### src/sv/assert_macros.svh
// Assertion macros shared by the controller RTL.
`ifndef ASSERT_MACROS_SVH
`define ASSERT_MACROS_SVH
`ifndef NO_ASSERTIONS
// Property that must hold on every clock edge outside reset.
`define GSVC_ASSERT(label, clk, rst_n, prop) \
  label: assert property (@(posedge clk) disable iff (!rst_n) (prop)) \
    else $error("controller assertion failed");
// Property whose consequent must hold in the cycle after the antecedent.
`define GSVC_ASSERT_NEXT(label, clk, rst_n, ante, cons) \
  label: assert property (@(posedge clk) disable iff (!rst_n) (ante) |=> (cons)) \
    else $error("controller assertion failed");
`else
`define GSVC_ASSERT(label, clk, rst_n, prop)
`define GSVC_ASSERT_NEXT(label, clk, rst_n, ante, cons)
`endif
`endif

### src/sv/gsvc_pkg.sv
// Shared constants for the goal-seeking velocity controller.
package gsvc_pkg;

  localparam int unsigned GAIN_W     = 18;
  localparam int unsigned LIMIT_W    = 23;
  localparam int unsigned VEL_W      = 24;
  localparam int unsigned GAIN_FRAC  = 16;
  localparam int unsigned MODE_W     = 2;
  localparam int unsigned PHASE_W    = 2;
  localparam int unsigned CFG_IDX_W  = 2;
  localparam int unsigned CFG_DATA_W = 23;

  localparam logic [MODE_W-1:0] MODE_TICK = 2'd0;
  localparam logic [MODE_W-1:0] MODE_GOAL = 2'd1;
  localparam logic [MODE_W-1:0] MODE_CTRL = 2'd2;

  localparam logic [PHASE_W-1:0] PHASE_IDLE    = 2'd0;
  localparam logic [PHASE_W-1:0] PHASE_RUNNING = 2'd1;
  localparam logic [PHASE_W-1:0] PHASE_LANDING = 2'd2;

  localparam logic [CFG_IDX_W-1:0] CFG_GAIN_H = 2'd0;
  localparam logic [CFG_IDX_W-1:0] CFG_GAIN_V = 2'd1;
  localparam logic [CFG_IDX_W-1:0] CFG_VLIMIT = 2'd2;
  localparam logic [CFG_IDX_W-1:0] CFG_RADIUS = 2'd3;

  localparam logic [GAIN_W-1:0]  GAIN_H_RESET = 18'd52429;
  localparam logic [GAIN_W-1:0]  GAIN_V_RESET = 18'd32768;
  localparam logic [LIMIT_W-1:0] VLIMIT_RESET = 23'd131072;
  localparam logic [LIMIT_W-1:0] RADIUS_RESET = 23'd32768;

endpackage

### src/sv/gsvc_axis.sv
// One axis: position error, its magnitude and the clamped proportional velocity.
module gsvc_axis import gsvc_pkg::*; #(
  parameter int unsigned COORD_WIDTH = 24
) (
  input  logic signed [COORD_WIDTH-1:0] goal_i,
  input  logic signed [COORD_WIDTH-1:0] pos_i,
  input  logic        [GAIN_W-1:0]      gain_i,
  input  logic        [LIMIT_W-1:0]     limit_i,
  output logic        [COORD_WIDTH:0]   mag_o,
  output logic signed [VEL_W-1:0]       vel_o
);

  localparam int unsigned MAG_W  = COORD_WIDTH + 1;
  localparam int unsigned PROD_W = MAG_W + GAIN_W + 1;
  localparam int unsigned SHR_W  = PROD_W - GAIN_FRAC;
  localparam int unsigned CLP_W  = (SHR_W > LIMIT_W) ? SHR_W : LIMIT_W;
  localparam logic [PROD_W-1:0] RND = PROD_W'(1) << (GAIN_FRAC - 1);

  logic [MAG_W-1:0]  diff;
  logic              neg;
  logic [MAG_W-1:0]  mag;
  logic [PROD_W-1:0] prod;
  logic [SHR_W-1:0]  shr;
  logic [CLP_W-1:0]  shr_ext;
  logic [CLP_W-1:0]  lim_ext;
  logic [LIMIT_W-1:0] sat;
  logic [VEL_W-1:0]  vel_mag;

  // The error needs one extra bit so that it never wraps.
  assign diff = {goal_i[COORD_WIDTH-1], goal_i} - {pos_i[COORD_WIDTH-1], pos_i};
  assign neg  = diff[MAG_W-1];
  assign mag  = neg ? (~diff + {{(MAG_W-1){1'b0}}, 1'b1}) : diff;

  // Rounding to nearest on the magnitude gives ties away from zero.
  assign prod    = (PROD_W'(mag) * PROD_W'(gain_i)) + RND;
  assign shr     = prod[PROD_W-1:GAIN_FRAC];
  assign shr_ext = CLP_W'(shr);
  assign lim_ext = CLP_W'(limit_i);
  assign sat     = (shr_ext > lim_ext) ? limit_i : shr_ext[LIMIT_W-1:0];
  assign vel_mag = {1'b0, sat};

  assign mag_o = mag;
  assign vel_o = neg ? (~vel_mag + {{(VEL_W-1){1'b0}}, 1'b1}) : vel_mag;

endmodule
### config.mk
export PLATFORM = sky130hd
export DESIGN_NAME = gsvc_axis
export DESIGN_NICKNAME = d
export VERILOG_FILES = /design/src/sv/assert_macros.svh /design/src/sv/gsvc_pkg.sv /design/src/sv/gsvc_axis.sv
export SDC_FILE = /design/constraint.sdc
export NUM_CORES = 1
export LEC_CHECK = 0
export BUFFER_PORTS_ARGS = -buffer_cell sky130_fd_sc_hd__buf_2
export CELL_PAD_IN_SITES_DETAIL_PLACEMENT = 0
export CELL_PAD_IN_SITES_GLOBAL_PLACEMENT = 2
export CORE_ASPECT_RATIO = 0.5
export CORE_MARGIN = 4
export CORE_UTILIZATION = 42
export DETAILED_ROUTE_END_ITERATION = 10
export PLACE_DENSITY_LB_ADDON = 0.1
export SLEW_MARGIN = 20
export SYNTH_ARGS = -nofsm -noshare
export SYNTH_HDL_FRONTEND = slang
export SYNTH_SLANG_ARGS = --single-unit
### constraint.sdc
create_clock -name vclk -period 27.9
set_input_delay 1.395 -clock vclk [all_inputs]
set_output_delay 1.395 -clock vclk [all_outputs]
set_load 0.01 [all_outputs]
Word-level counts from Yosys, hierarchy flattened

Cells that the tools add are included.

Add/subtract/negate cells: 4
Multipliers: 1
$lt $le $gt $ge: 1
Muxes and demuxes: 3
Bitwise gates (word level): 2

Operator list:

| cell                     | number |
|---|---|
| $add A43 B16 Y44 const B | 1 |
| $mul A25 B18 Y43         | 1 |
| $gt A28 B23 Y1           | 1 |
| $add A25 B1 Y25 const B  | 1 |
| $mux W25                 | 1 |
| $not A25 Y25             | 1 |
| $sub A24 B24 Y25         | 1 |
| $add A24 B1 Y24 const B  | 1 |
| $mux W24                 | 1 |
| $not A23 Y24             | 1 |
| $mux W23                 | 1 |

Flip-flop bits (word level): 0
Input bits: 89
Output and inout port bits: 49
Word-level logic and storage cells: 11

Longest topological paths before layout

Gate-level depths: netlist (run 1).

Depth after elaboration: 11
Depth in mapped cells: 58
Gate-level depth less buffers: 52

Least setup slack after synthesis (run 1)

No wires, ideal clock.

Kind: in2out
Start point: input goal_i[0]
End point: output vel_o[22]
Arrival: 13.725 ns
Data required time: 26.505 ns
Slack: 12.780 ns
Cell stages on the path: 53
Path buffers: 5
Cell sequence: inv_1 > ha_1 > fa_1 > nor2b_1 > o21ai_1 > a21boi_1 > o21ai_0 > a21oi_1 > a21oi_1 > nand2b_1 > a41o_1 > clkbuf_1 > o21ai_0 > xnor2_1 > clkbuf_1 > nand2_1 > fa_1 > inv_1 > [17 not listed] > a21oi_1 > nor3_1 > or4_1 > o221ai_1 > nand4_1 > nor4_2 > buf_4 > buf_2 > nor2_1 > a21oi_1 > ha_1 > buf_2 > nor4b_1 > nand2_1 > nor4_1 > mux2i_1 > o31ai_1 > xor2_1

Longest elaborated chain between the ends: 11

RTL lines:

| item               | RTL line        | source |
|---|---|---|
| start: declaration | gsvc_axis.sv:5  | `input logic signed [COORD_WIDTH-1:0] goal_i,` |
| $sub A24 B24 Y25 * | gsvc_axis.sv:30 | `assign diff = {goal_i[COORD_WIDTH-1], goal_i} - {pos_i[COORD_WIDTH-1], pos_i};` |
| $not A25 Y25       | gsvc_axis.sv:32 | `assign mag = neg ? (~diff + {{(MAG_W-1){1'b0}}, 1'b1}) : diff;` |
| $add A25 B1 Y25    | gsvc_axis.sv:32 |  |
| $mux W25 *         | gsvc_axis.sv:32 |  |
| named net mag_o[4] | gsvc_axis.sv:9  | `output logic [COORD_WIDTH:0] mag_o,` |
| $mul A25 B18 Y43 * | gsvc_axis.sv:35 | `assign prod = (PROD_W'(mag) * PROD_W'(gain_i)) + RND;` |
| $add A43 B16 Y44 * | gsvc_axis.sv:35 |  |
| $gt A28 B23 Y1     | gsvc_axis.sv:39 | `assign sat = (shr_ext > lim_ext) ? limit_i : shr_ext[LIMIT_W-1:0];` |
| $mux W23 *         | gsvc_axis.sv:39 |  |
| $not A23 Y24       | gsvc_axis.sv:43 | `assign vel_o = neg ? (~vel_mag + {{(VEL_W-1){1'b0}}, 1'b1}) : vel_mag;` |
| $add A24 B1 Y24    | gsvc_axis.sv:43 |  |
| $mux W24 *         | gsvc_axis.sv:43 |  |
| end: declaration   | gsvc_axis.sv:10 | `output logic signed [VEL_W-1:0] vel_o` |

The timed path passes the listed nets; every way through them passes the cells marked *.

Worst setup path in the final report (run 1)

Start point: input goal_i[0]
End point: output vel_o[22]

Longest elaborated chain between the ends: 11

RTL lines:

| item               | RTL line |
|---|---|
| $sub A24 B24 Y25 * | gsvc_axis.sv:30 |
| $not A25 Y25       | gsvc_axis.sv:32 |
| $add A25 B1 Y25    | gsvc_axis.sv:32 |
| $mux W25           | gsvc_axis.sv:32 |
| $mul A25 B18 Y43   | gsvc_axis.sv:35 |
| $add A43 B16 Y44   | gsvc_axis.sv:35 |
| $gt A28 B23 Y1     | gsvc_axis.sv:39 |
| $mux W23           | gsvc_axis.sv:39 |
| $not A23 Y24       | gsvc_axis.sv:43 |
| $add A24 B1 Y24    | gsvc_axis.sv:43 |
| $mux W24 *         | gsvc_axis.sv:43 |

Every way passes the cells marked *; elsewhere a longest branch is shown, timed or not.

==> qor.yml, run 1 <==
drtIter0Drc: 802
vias: 15570
gp_congestion: 0.863
nFlopsAndLatches: 0
die_h_um: 158
syn_to_final_growth_pct: 7.31
cts_resized: 0
fin_crit_sh_pct: 63.6
slowest_stage: "nor4_1"
drive_above_1_share_pct: 9.77
final_common_cell: "inv_1"
rows: 54
seq_area_frac_synth_pct: 0
tightest_slew_ns: 0.961
holdBufCountCts: 0
seq_area_um2: 0
period_needed_ns: 17.74
tns_ns: 0
hp-class: "in2out"
crit_path_max_incr_delay_ns: 0.70
syn-num-nets: 2956
grt_max_degree: 40
die_area_um2: 48600
cts_setup_buffers: 0
start_kind: "input port"
crit_path_frequent_cell: "fa_1"
portBuffers: 138
nFillCells: 4607
pin_count: 138
dp_hpwl_um: 46500
dp_slack_ns: 10.38
criticalPathCategory: "in2out"
nClkBuffers: 0
core_um2: 44000
fin_nets: 3034
firstDrtPassIters: 7
synth_cell_types: 100
grt_pass1_wl_um: 91400
avgSynthCellArea_um2: 8.18
start_util_pct: 42.9
yosysTopAreaCellShare_pct: 39.2
worstPathArrival_ns: 16.34
setup_ws_ns: 10.16
drc_errors: 0
critPathMaxFanout: 39
utilization_pct: 46.1
synth_top_area_cell: "fa_1"
status: "finished clean"
fmax_mhz: 56.4
final_cell_mix: "inv_1, fa_1, nand2_1"
multiInputGateArea_um2: 16700
grt_pass1_vias: 16274
gr-total-overflow: 0
max_slew_margin_pct: 35.7
antenna_found_initial: 0
die_x_um: 308
end_kind: "primary output"
drv_slew: 0
maxCapViolCount: 0
setup_violations: 0
synthCells: 2310
synth_area_leaders: "fa_1, ha_1, inv_1"
viasPerCell: 5.24
cp.required_ns: 26.50
hold_viol: 0
ys_warn_count: 0
antenna_cells: 0
drt-total-wl_um: 55700
ant_nets: 0
grt.total_usage_pct: 23.7
netlist_area_um2: 18900
wl_per_cell_um: 18.7
rsz0062_at_grt: "false"
cell families (layout without fill, tap and decap cells):
family          count (synthesis)  after routing  synth area share [%]
simple gates                  741            741                  19.3
xor+xnor                       83             83                  3.89
compound gates                304            304                  11.6
mux                            25             25                  1.44
buf+inv                       600            676                  12.1
fa+ha+maj                     557            557                  51.6
area by class of cell:
type                            instances  area share, %
Inverter                              504           9.33
Timing Repair Buffer                  172           4.67
Multi-Input combinational cell       1710           82.4
Tap cell                              588           3.63
critical path: cells and delay by family:
family / cells / cell delay, ns
xor gates and xnor gates: 3 / 0.75
adders and majority gates: 11 / 4.97
muxes: 2 / 0.55
buffers and inverters: 9 / 1.21
AOI/OAI and AO/OA: 15 / 3.93
and+or+nand+nor: 12 / 3.51
cell usage after synthesis, types with 6 or more instances:
master	count
nand2b_1	8
nor3_1	32
or2_2	7
buf_2	7
mux2i_1	20
and3_1	10
o211ai_1	8
a211oi_1	7
o21ai_0	43
o21a_1	17
and2_1	150
nor2_1	134
o2111ai_1	8
o21bai_1	6
o31ai_1	11
a21oi_1	79
or3_1	9
nand2_1	279
a31oi_1	9
nand4_1	17
o2111a_1	12
nand3_1	31
inv_1	498
a21o_1	29
fa_1	370
xnor2_1	52
xor2_1	30
clkbuf_1	80
nor4_1	12
nor2b_1	19
ha_1	187
final timing paths:
kind / startpoint / depth (start not counted) / slack [ns] / endpoint
setup / recovery: goal_i[0] / 52 / 10.16 / vel_o[22]
hold / removal: limit_i[0] / 4 / 3.17 / vel_o[0]
through the flow:
step / cells / hold WS (ns) / cell area, µm²
after floorplan: 2310 / 2.96 / 18900
after global placement: 2974 / 3.18 / 20300
after detailed placement: 2974 / 3.19 / 20300
after CTS: 2974 / 3.18 / 20300
after global routing: 2974 / 3.22 / 20300
final: 2974 / 3.17 / 20300
routing by layer:
layer | vias to the layer above | wire (µm) | global-route usage (%)
met5 | - | 0 | 0
met4 | 0 | 376 | 1.60
met3 | 23 | 2580 | 2.29
met2 | 291 | 25800 | 39.4
met1 | 7868 | 27000 | 35.3
li1 | 7388 | - | -
Power of run 1 is not shown: default switching activity piles up to over one toggle a cycle in this logic, so the estimate is an artifact.
==> inputs of run 2 (changes only) <==
ABC_AREA = 1   (was unset)
CORE_UTILIZATION = 37   (was 42)
clock period = 17.5 ns   (was 27.9 ns; I/O delays follow)
==> qor.yml, run 2 <==
status: "finished clean"
antenna_found_initial: 1
hp-class: "in2out"
fin_crit_sh_pct: 80.8
vias: 16418
drt-total-wl_um: 66700
place_area_um2: 20000
slowest_stage: "xor2_2"
synthCells: 2579
rows: 57
yosysMostFrequentCell: "inv_1"
crit_path_max_incr_delay_ns: 0.73
cts_setup_buffers: 0
syn_to_final_growth_pct: 6.78
crit_path_frequent_cell: "nand2_1"
seq_area_frac_synth_pct: 0
tns_ns: 0
setup_violations: 0
viasPerCell: 4.96
antenna_cells: 0
drtIter0Drc: 1098
seq_area_um2: 0
nFlopsAndLatches: 0
avgSynthCellArea_um2: 7.25
die_x_um: 326
netlist_area_um2: 18700
die_h_um: 167
period_needed_ns: 14.13
wl_per_cell_um: 20.1
synth_common_cells: "inv_1, nand2_1, fa_1, nor2_1, ha_1"
nClkBuffers: 0
dp.cells: 3310
synth_top_area_cell: "fa_1"
fin_area_um2: 20000
fmax_mhz: 70.8
gp_congestion: 0.892
start_kind: "input port"
grt_pass1_vias: 17078
ys_warn_count: 0
fin_nets: 3309
start_util_pct: 38.0
grt_max_degree: 37
rsz0062_at_grt: "false"
cp.required_ns: 16.62
grt_pass1_wl_um: 104000
portBuffers: 138
final_cell_mix: "inv_1, nand2_1, fa_1"
drv_slew: 0
synth_cell_types: 55
die_area_um2: 54400
core_um2: 49200
yosysTopAreaCellShare_pct: 39.6
syn-num-nets: 3225
hold_viol: 0
gr-total-overflow: 0
grt.total_usage_pct: 24.7
worstPathArrival_ns: 13.26
ant_nets: 0
firstDrtPassIters: 5
end_kind: "primary output"
synth_area_leaders: "fa_1, ha_1, inv_1"
final_common_cell: "inv_1"
drc_errors: 0
dp_hpwl_um: 55700
critPathMaxFanout: 36
final_cells: 3310
maxCapViolCount: 0
criticalPathCategory: "in2out"
holdBufCountCts: 0
max_slew_margin_pct: 37.0
tightest_slew_ns: 0.939
drive_above_1_share_pct: 10.1
pin_count: 138
cts_resized: 0
## run 2: metal layers
| layer | share of wire, % | global-route usage (%) | wire (µm) | up-vias |
|---|---|---|---|---|
| li1 | - | - | - | 7737 |
| met1 | 51 | 39.0 | 34200 | 8111 |
| met2 | 39 | 35.0 | 26000 | 538 |
| met3 | 9.1 | 6.43 | 6050 | 30 |
| met4 | 0.63 | 1.54 | 423 | 2 |
| met5 | 0.019 | 0 | 13 | - |
## run 2: final timing paths
check                    from        end  slack (ns)  depth (start not counted)
hold / removal    limit_i[14]  vel_o[14]        2.22                          5
setup / recovery    goal_i[0]  vel_o[22]        3.37                         56
## run 2: per-stage QoR
step / hold WS (ns) / utilization, % / worst slack (ns)
finish: 2.22 / 40.5 / 3.37
detailed placement: 2.21 / 40.5 / 3.50
CTS: 2.22 / 40.5 / 3.46
floorplan: 1.96 / - / 6.39
global route: 2.28 / 40.5 / 2.44
global placement: 2.22 / 40.5 / 2.97
## run 2: cell families (layout without fill, tap and decap cells)
family                   count (synthesis)  count (layout)  synth area share, %
AND/OR/NAND/NOR                       1072            1072                 24.5
buffers and inverters                  718             800                 14.9
adder cells (fa/ha/maj)                557             557                 52.2
AO/OA/AOI/OAI                          173             173                 5.28
XOR/XNOR                                59              59                 3.17
## run 2: final cells by class
| cell class | count | area [µm²] |
|---|---|---|
| Multi-Input combinational cell | 1861 | 15900 |
| Fill cell | 5341 | 29300 |
| Inverter | 647 | 2430 |
| Timing Repair Buffer | 153 | 803 |
| Tap cell | 649 | 812 |
## run 2: critical path: cells and delay by family
family,cells,cell delay [ns]
AOI/OAI and AO/OA,7,1.74
xor gates and xnor gates,2,1.00
adders and majority gates,11,4.56
buffers and inverters,13,2.21
and+or+nand+nor,23,2.82
Power of run 2 is left out for the same reason.
